==> src/sv/filament_buck_ramp_sequencer_core_macros.svh <==
// assertion macros shared by the filament buck sequencer rtl
// no dependencies; included by files that carry concurrent assertions
`ifndef FILAMENT_BUCK_RAMP_SEQUENCER_CORE_MACROS_SVH
`define FILAMENT_BUCK_RAMP_SEQUENCER_CORE_MACROS_SVH

// same-cycle implication, disabled during reset
`define FBRS_ASSERT_IMPL(lbl, clk, rstn, ante, cons) \
  lbl: assert property (@(posedge clk) disable iff (!rstn) (ante) |-> (cons)) \
    else $error("fbrs assertion failed");

// next-cycle implication, disabled during reset
`define FBRS_ASSERT_NEXT(lbl, clk, rstn, ante, cons) \
  lbl: assert property (@(posedge clk) disable iff (!rstn) (ante) |=> (cons)) \
    else $error("fbrs assertion failed");

`endif

==> src/sv/fbrs_pkg.sv <==
// types, codes and ramp helpers for the filament buck ramp sequencer
// no dependencies; used by fbrs_chan_update and the top level
package fbrs_pkg;

  localparam int CHANNELS = 2;
  localparam int DUTY_W   = 16;
  localparam int CFG_IDX_W = 3;

  // operation codes
  localparam logic [1:0] FUNC_TICK     = 2'd0;
  localparam logic [1:0] FUNC_SET_TGT  = 2'd1;
  localparam logic [1:0] FUNC_BUCK_ON  = 2'd2;
  localparam logic [1:0] FUNC_BUCK_OFF = 2'd3;

  // lamp state codes
  localparam logic [1:0] MODE_INIT      = 2'd0;
  localparam logic [1:0] MODE_PREPARE   = 2'd1;
  localparam logic [1:0] MODE_TRANSIENT = 2'd2;

  // configuration register indexes
  localparam logic [CFG_IDX_W-1:0] CFG_DUTY_MIN   = 3'd0;
  localparam logic [CFG_IDX_W-1:0] CFG_DUTY_INIT  = 3'd1;
  localparam logic [CFG_IDX_W-1:0] CFG_DUTY_STEP  = 3'd2;
  localparam logic [CFG_IDX_W-1:0] CFG_TARGET_MAX = 3'd3;
  localparam logic [CFG_IDX_W-1:0] CFG_TARGET_MIN = 3'd4;

  localparam logic [DUTY_W-1:0] RST_DUTY_MIN   = 16'd0;
  localparam logic [DUTY_W-1:0] RST_DUTY_INIT  = 16'd16384;
  localparam logic [DUTY_W-1:0] RST_DUTY_STEP  = 16'd64;
  localparam logic [DUTY_W-1:0] RST_TARGET_MAX = 16'd65535;
  localparam logic [DUTY_W-1:0] RST_TARGET_MIN = 16'd0;

  localparam logic [2:0] SETTLE_TICKS = 3'd5;

  typedef struct packed {
    logic [DUTY_W-1:0] duty_min;
    logic [DUTY_W-1:0] duty_init;
    logic [DUTY_W-1:0] duty_step;
    logic [DUTY_W-1:0] target_max;
    logic [DUTY_W-1:0] target_min;
  } cfg_t;

  typedef struct packed {
    logic [1:0]        mode;
    logic [DUTY_W-1:0] duty;
    logic [DUTY_W-1:0] target;
    logic              on_req;
    logic              run;
    logic              steady;
    logic [2:0]        settle;
  } chan_state_t;

  function automatic logic [DUTY_W-1:0] sat_add(input logic [DUTY_W-1:0] a,
                                                input logic [DUTY_W-1:0] b);
    logic [DUTY_W:0] s;
    s = {1'b0, a} + {1'b0, b};
    return s[DUTY_W] ? {DUTY_W{1'b1}} : s[DUTY_W-1:0];
  endfunction

  function automatic logic [DUTY_W-1:0] sat_sub(input logic [DUTY_W-1:0] a,
                                                input logic [DUTY_W-1:0] b);
    return (a > b) ? (a - b) : '0;
  endfunction

  // raise by one step if below, then lower by one step if above
  function automatic logic [DUTY_W-1:0] ramp_toward(input logic [DUTY_W-1:0] d,
                                                    input logic [DUTY_W-1:0] level,
                                                    input logic [DUTY_W-1:0] step);
    logic [DUTY_W-1:0] up;
    up = (d < level) ? sat_add(d, step) : d;
    return (up > level) ? sat_sub(up, step) : up;
  endfunction

endpackage

==> src/sv/fbrs_chan_update.sv <==
// next-state logic of one sequencer channel for one operation
// depends on fbrs_pkg
module fbrs_chan_update (
  input  logic [1:0]          func_i,
  input  logic                channel_i,
  input  logic [15:0]         target_value_i,
  input  logic                hv_active_i,
  input  fbrs_pkg::cfg_t      cfg_i,
  input  fbrs_pkg::chan_state_t cur_i,
  output fbrs_pkg::chan_state_t nxt_o,
  output logic                slope_o
);
  import fbrs_pkg::*;

  logic [DUTY_W-1:0] down_duty;
  logic [DUTY_W-1:0] prep_duty;
  logic [DUTY_W-1:0] track_duty;
  logic [DUTY_W-1:0] clamp_hi;
  logic [DUTY_W-1:0] clamped_tgt;

  assign down_duty  = sat_sub(cur_i.duty, cfg_i.duty_step);
  assign prep_duty  = ramp_toward(cur_i.duty, cfg_i.duty_init, cfg_i.duty_step);
  assign track_duty = ramp_toward(cur_i.duty, cur_i.target, cfg_i.duty_step);

  // upper clamp first, lower clamp wins when the limits cross
  assign clamp_hi    = (target_value_i > cfg_i.target_max) ? cfg_i.target_max
                                                           : target_value_i;
  assign clamped_tgt = (clamp_hi < cfg_i.target_min) ? cfg_i.target_min : clamp_hi;

  always_comb begin
    nxt_o   = cur_i;
    slope_o = 1'b0;
    case (func_i)
      FUNC_TICK: begin
        case (cur_i.mode)
          MODE_INIT: begin
            if (cur_i.duty > cfg_i.duty_min) begin
              nxt_o.duty = (down_duty < cfg_i.duty_min) ? cfg_i.duty_min : down_duty;
            end else if (cur_i.on_req) begin
              nxt_o.mode   = MODE_PREPARE;
              nxt_o.settle = '0;
              nxt_o.steady = 1'b0;
            end
          end
          MODE_PREPARE: begin
            if (!cur_i.on_req) begin
              nxt_o.mode = MODE_INIT;
            end else begin
              if (channel_i == 1'b0) begin
                slope_o = 1'b1;
              end else begin
                nxt_o.duty = prep_duty;
              end
              if (cur_i.settle < SETTLE_TICKS) begin
                nxt_o.settle = cur_i.settle + 3'd1;
              end else begin
                nxt_o.settle = SETTLE_TICKS;
                nxt_o.steady = 1'b1;
                if (hv_active_i) begin
                  nxt_o.settle = '0;
                  nxt_o.mode   = MODE_TRANSIENT;
                end
              end
            end
          end
          MODE_TRANSIENT: begin
            if (!cur_i.on_req) begin
              nxt_o.mode = MODE_INIT;
            end else if (channel_i == 1'b1) begin
              nxt_o.duty = track_duty;
            end
          end
          default: begin
            nxt_o.mode = MODE_INIT;
          end
        endcase
      end
      FUNC_SET_TGT: begin
        nxt_o.target = clamped_tgt;
      end
      FUNC_BUCK_ON: begin
        if (cur_i.mode == MODE_INIT) begin
          nxt_o.on_req = 1'b1;
          nxt_o.run    = 1'b1;
        end
      end
      default: begin
        nxt_o.mode   = MODE_INIT;
        nxt_o.on_req = 1'b0;
        nxt_o.run    = 1'b0;
      end
    endcase
  end

endmodule

==> src/sv/filament_buck_ramp_sequencer_core.sv <==
// an accepted item passes through the input register and then the result register
// throughput: one item per cycle while the output is not stalled; the channel state updates
// as the result register loads, so an item right behind reads the state its predecessor left
// reset: all channel state cleared to init, config registers to their reset values
// depends on fbrs_pkg, fbrs_chan_update and the macros header
module filament_buck_ramp_sequencer_core (
  input  logic        clk_i,
  input  logic        rst_ni,
  input  logic        cfg_we_i,
  input  logic [2:0]  cfg_idx_i,
  input  logic [15:0] cfg_wdata_i,
  input  logic        in_valid_i,
  output logic        in_ready_o,
  input  logic [1:0]  func_i,
  input  logic        channel_i,
  input  logic [15:0] target_value_i,
  input  logic        hv_active_i,
  output logic        out_valid_o,
  input  logic        out_ready_i,
  output logic        out_channel_o,
  output logic [1:0]  lamp_state_o,
  output logic [15:0] duty_o,
  output logic        steady_o,
  output logic        buck_enabled_o,
  output logic        ref_slope_request_o
);
  import fbrs_pkg::*;
  `include "filament_buck_ramp_sequencer_core_macros.svh"

  cfg_t        cfg_q;
  chan_state_t chan_q [CHANNELS];
  chan_state_t cur_state;
  chan_state_t nxt_state;
  logic        slope;

  logic        s1_valid_q, s1_valid_d;
  logic [1:0]  s1_func_q;
  logic        s1_ch_q;
  logic [15:0] s1_tv_q;
  logic        s1_hv_q;

  logic        out_valid_q, out_valid_d;
  logic        res_ch_q;
  logic [1:0]  res_mode_q;
  logic [15:0] res_duty_q;
  logic        res_steady_q;
  logic        res_run_q;
  logic        res_slope_q;

  logic        in_xfer;
  logic        fire;
  logic        in_range;

  assign fire       = s1_valid_q & (~out_valid_q | out_ready_i);
  assign in_ready_o = ~s1_valid_q | fire;
  assign in_xfer    = in_valid_i & in_ready_o;
  assign in_range   = int'(s1_ch_q) < CHANNELS;

  assign s1_valid_d  = in_xfer ? 1'b1 : (fire ? 1'b0 : s1_valid_q);
  assign out_valid_d = fire ? 1'b1 : (out_ready_i ? 1'b0 : out_valid_q);

  assign cur_state = chan_q[s1_ch_q];

  fbrs_chan_update u_update (
    .func_i         (s1_func_q),
    .channel_i      (s1_ch_q),
    .target_value_i (s1_tv_q),
    .hv_active_i    (s1_hv_q),
    .cfg_i          (cfg_q),
    .cur_i          (cur_state),
    .nxt_o          (nxt_state),
    .slope_o        (slope)
  );

  // configuration registers
  always_ff @(posedge clk_i or negedge rst_ni) begin
    if (!rst_ni) begin
      cfg_q.duty_min   <= RST_DUTY_MIN;
      cfg_q.duty_init  <= RST_DUTY_INIT;
      cfg_q.duty_step  <= RST_DUTY_STEP;
      cfg_q.target_max <= RST_TARGET_MAX;
      cfg_q.target_min <= RST_TARGET_MIN;
    end else if (cfg_we_i) begin
      case (cfg_idx_i)
        CFG_DUTY_MIN:   cfg_q.duty_min   <= cfg_wdata_i;
        CFG_DUTY_INIT:  cfg_q.duty_init  <= cfg_wdata_i;
        CFG_DUTY_STEP:  cfg_q.duty_step  <= cfg_wdata_i;
        CFG_TARGET_MAX: cfg_q.target_max <= cfg_wdata_i;
        CFG_TARGET_MIN: cfg_q.target_min <= cfg_wdata_i;
        default: ;
      endcase
    end
  end

  // control state
  always_ff @(posedge clk_i or negedge rst_ni) begin
    if (!rst_ni) begin
      s1_valid_q  <= 1'b0;
      out_valid_q <= 1'b0;
      for (int i = 0; i < CHANNELS; i++) begin
        chan_q[i] <= '0;
      end
    end else begin
      s1_valid_q  <= s1_valid_d;
      out_valid_q <= out_valid_d;
      if (fire && in_range) begin
        chan_q[s1_ch_q] <= nxt_state;
      end
    end
  end

  // input register payload
  always_ff @(posedge clk_i) begin
    if (in_xfer) begin
      s1_func_q <= func_i;
      s1_ch_q   <= channel_i;
      s1_tv_q   <= target_value_i;
      s1_hv_q   <= hv_active_i;
    end
  end

  // result register payload
  always_ff @(posedge clk_i) begin
    if (fire) begin
      res_ch_q     <= s1_ch_q;
      res_mode_q   <= in_range ? nxt_state.mode   : 2'd0;
      res_duty_q   <= in_range ? nxt_state.duty   : 16'd0;
      res_steady_q <= in_range & nxt_state.steady;
      res_run_q    <= in_range & nxt_state.run;
      res_slope_q  <= in_range & slope;
    end
  end

  assign out_valid_o         = out_valid_q;
  assign out_channel_o       = res_ch_q;
  assign lamp_state_o        = res_mode_q;
  assign duty_o              = res_duty_q;
  assign steady_o            = res_steady_q;
  assign buck_enabled_o      = res_run_q;
  assign ref_slope_request_o = res_slope_q;

  `FBRS_ASSERT_IMPL(a_stall_holds_item, clk_i, rst_ni, !in_ready_o, s1_valid_q)
  `FBRS_ASSERT_NEXT(a_fire_gives_result, clk_i, rst_ni, fire, out_valid_q)
  `FBRS_ASSERT_IMPL(a_transient_is_steady, clk_i, rst_ni,
                    out_valid_q && (res_mode_q == MODE_TRANSIENT), res_steady_q)
  `FBRS_ASSERT_IMPL(a_slope_only_ch0, clk_i, rst_ni, out_valid_q && res_slope_q,
                    (res_ch_q == 1'b0) && (res_mode_q != MODE_INIT))

endmodule
==> config.mk <==
export PLATFORM = sky130hd
export DESIGN_NAME = filament_buck_ramp_sequencer_core
export DESIGN_NICKNAME = d
export VERILOG_FILES = /design/src/sv/fbrs_pkg.sv /design/src/sv/fbrs_chan_update.sv /design/src/sv/filament_buck_ramp_sequencer_core.sv
export VERILOG_INCLUDE_DIRS = /design/src /design/src/sv
export SDC_FILE = /design/constraint.sdc
export NUM_CORES = 1
export LEC_CHECK = 0
export BUFFER_PORTS_ARGS = -buffer_cell sky130_fd_sc_hd__buf_2
export CELL_PAD_IN_SITES_DETAIL_PLACEMENT = 1
export CELL_PAD_IN_SITES_GLOBAL_PLACEMENT = 1
export CORE_MARGIN = 2
export CORE_UTILIZATION = 50
export CTS_CLUSTER_DIAMETER = 120
export DETAILED_ROUTE_END_ITERATION = 10
export GPL_ROUTABILITY_DRIVEN = 0
export GPL_TIMING_DRIVEN = 0
export MAX_ROUTING_LAYER = met4
export PLACE_DENSITY = 0.88
export SYNTH_ARGS = -nofsm -noshare
export SYNTH_HDL_FRONTEND = slang
export SYNTH_SLANG_ARGS = --single-unit
==> constraint.sdc <==
create_clock -name clk_i -period 20.6 [get_ports clk_i]
set_input_delay 6.18 -clock clk_i [delete_from_list [all_inputs] [get_ports clk_i]]
set_output_delay 6.18 -clock clk_i [all_outputs]
set_load 0.02 [all_outputs]
==> run metrics <==
Hold Crit Depth=2; hold path endpoint=chan_q[28]$_DFFE_PN0P_; Die X=188 µm; mapped cell area=0.0169 mm²; initial antenna violation count=0; CTS hold repair buffers=0; type of the worst setup path=input pin to output pin; core box area=0.0334 mm²; worst-case clock buffer depth=3; most frequent cells in the layout=nand2_1 (195), ha_1 (193), o21ai_0 (145); status=finished with violations; Largest stage delay, worst path=0.18 ns; unrepaired setup endpoints after global routing=no; DRT Pass-1 Iters=6; Clock transition at path regs=0.06 ns; PortBufs=67; I/O pins=68; asr flop ratio synth=79.4%; Fill cells=3,917; Cells after DPL=2,407; die area=0.0354 mm²; Clock Skews=0.0135 ns; Starting Density=50.6%; Hold WC Path Type=register to register; GRT Residual Overflow=0; Post-synth EDFFs=42; Post-synth top flop=dfrtp_1; R2R Setup Slk=9.95 ns; cell row count=67; Max-Cap Viols=1; worst-path fanout max=3; Post-Route WL=67,500 µm; CTS resizes=0; DRC viols=0; CTS tree=done; Syn Nets=2,132; endpoint class of the critical path=output pin; Final Cycle Share=62.3%; n_diodes=0; r2r worst-path depth=24; All-Layer GR Usage=38.9%; Slew @ Worst Pin=1.57 ns; violated checks=max-capacitance violations, max-slew violations; first-pass GRT wire length=102,000 µm; Unique masters post-synth=100; setup_tns=0 ns; post-route antenna net violation count=0; final setup margin=7.77 ns; CP required=14.42 ns; Critical Path Start Type=input pin; post-route minimum period=12.83 ns; clk_lat worst skew=0.57 ns; Layout area overhead=10.9%; 1st-iter DRT viols=1,617; family with the most delay on the worst path=buffers and inverters; max-slew violation count=2; Stages on worst setup path=3; DP Worst Slack=7.78 ns; DR vias/cell=6.77; cell at the slowest stage of the critical path=nand3b_1; pin count of the biggest net entering global routing=112; Vias=16.6k; Setup Viol. Count Final=0; Mapped Avg Cell Area=8.96 µm²; Hold Fails Final Rpt=0; Worst R2R End=duty_o[2]$_DFFE_PP_; Layout Nets=2,228; Multi-input gate area=0.0107 mm²; WL per Instance=27.5 µm; # Post-CTS Setup Buffers=0; Worst EP arrival=6.65 ns; register area=0.00534 mm²; most common cell after layout, fill and taps aside=nand2_1; CTS Sinks=204; fin cells=2,454; final hold slack=0.492 ns; vias in the first global route=17.3k; reg-to-reg critical path startpoint=s1_ch_q$_DFFE_PP_; dpl hpwl=51,500 µm; crit-path cells=buf_2 > nand3b_1 > buf_2; chip height=188 µm; Yosys reg bits=204; most common cell type on the critical path=buf_2; register area share after synthesis=31.5%; hold_sp=chan_q[28]$_DFFE_PN0P_; Yosys warnings=0; relative slew slack=-7.46%; Max H-tree Level=1; share of cells above drive strength 1=14.8%; fmax=78.0 MHz; Buf/Inv on CP=2; Num CTS Buffers=25; Root Buffer=clkbuf_16; Cells after Synth=1,891
[worst min-delay path: cells and delay by family, from the launching register on]
kind | cells | cell delay [ns]
DFF | 1 | 0.35
AOI/OAI and AO/OA | 1 | 0.06
and+or+nand+nor | 1 | 0.05
[logic make-up after synthesis]
group,count (synthesis),share of synthesized area (%)
xor gates and xnor gates,33,1.71
buffers and inverters,205,5.19
adders and majority gates,197,14.7
muxes,144,9.19
DFF,204,31.5
and+or+nand+nor,561,16.1
AOI/OAI and AO/OA,547,21.6
[cells in the mapped netlist, types with 29 or more instances]
cell type | n | area (µm²)
mux2_2 | 88 | 991
edfxtp_1 | 42 | 1260
o21a_1 | 29 | 218
ha_1 | 193 | 2410
nor3_1 | 33 | 165
o21ai_0 | 145 | 726
nand2_1 | 195 | 732
inv_1 | 135 | 507
nand4_1 | 47 | 294
a21o_1 | 34 | 255
clkbuf_1 | 40 | 150
dfrtp_1 | 144 | 3600
a21oi_1 | 120 | 601
nor2_1 | 120 | 450
mux2i_1 | 55 | 551
[state kept, by name (all words and copies together), names as in the netlist]
register and cells:
lamp_state_o 2, s1_valid_q 1, out_channel_o 1, ref_slope_request_o 1, s1_hv_q 1, duty_o 16, chan_q 80, steady_o 1
cfg_q 80, s1_func_q 2, s1_tv_q 16, out_valid_o 1, s1_ch_q 1, buck_enabled_o 1
[worst max-delay path by stage]
stage	start	endpoint
3_3_place_gp	out_ready_i	in_ready_o
3_5_place_dp	out_ready_i	in_ready_o
4_1_cts	out_ready_i	in_ready_o
5_1_grt	out_ready_i	in_ready_o
6_report	out_ready_i	in_ready_o
2_1_floorplan	out_ready_i	in_ready_o
[final cells by class]
cell class	instances	share of cell area [%]
tap	448	2.98
clock inverter	14	0.966
multi-input combinational	1482	57.1
buffer	70	1.98
timing repair buffer	69	2.01
inverter	135	2.70
clock buffer	32	3.81
sequential	204	28.4
[layer usage]
| layer | part of all wire [%] | routed length, µm | track usage [%] |
|---|---|---|---|
| met5 | 0 | 0 | - |
| met4 | 8.3 | 5570 | 26.1 |
| met3 | 8.0 | 5410 | 7.92 |
| met2 | 45 | 30600 | 61.0 |
| met1 | 38 | 25900 | 45.2 |
[through the flow]
step           utilization (%)  cell area, µm²
6_report                  56.2           18800
5_1_grt                   56.2           18800
4_1_cts                   56.1           18800
3_5_place_dp              53.4           17900
3_3_place_gp              53.3           17800
2_1_floorplan                -           16900
Power is left out: the tool's default activity adds up to more than one toggle a clock period on the data nets, which glitch-free logic cannot reach.
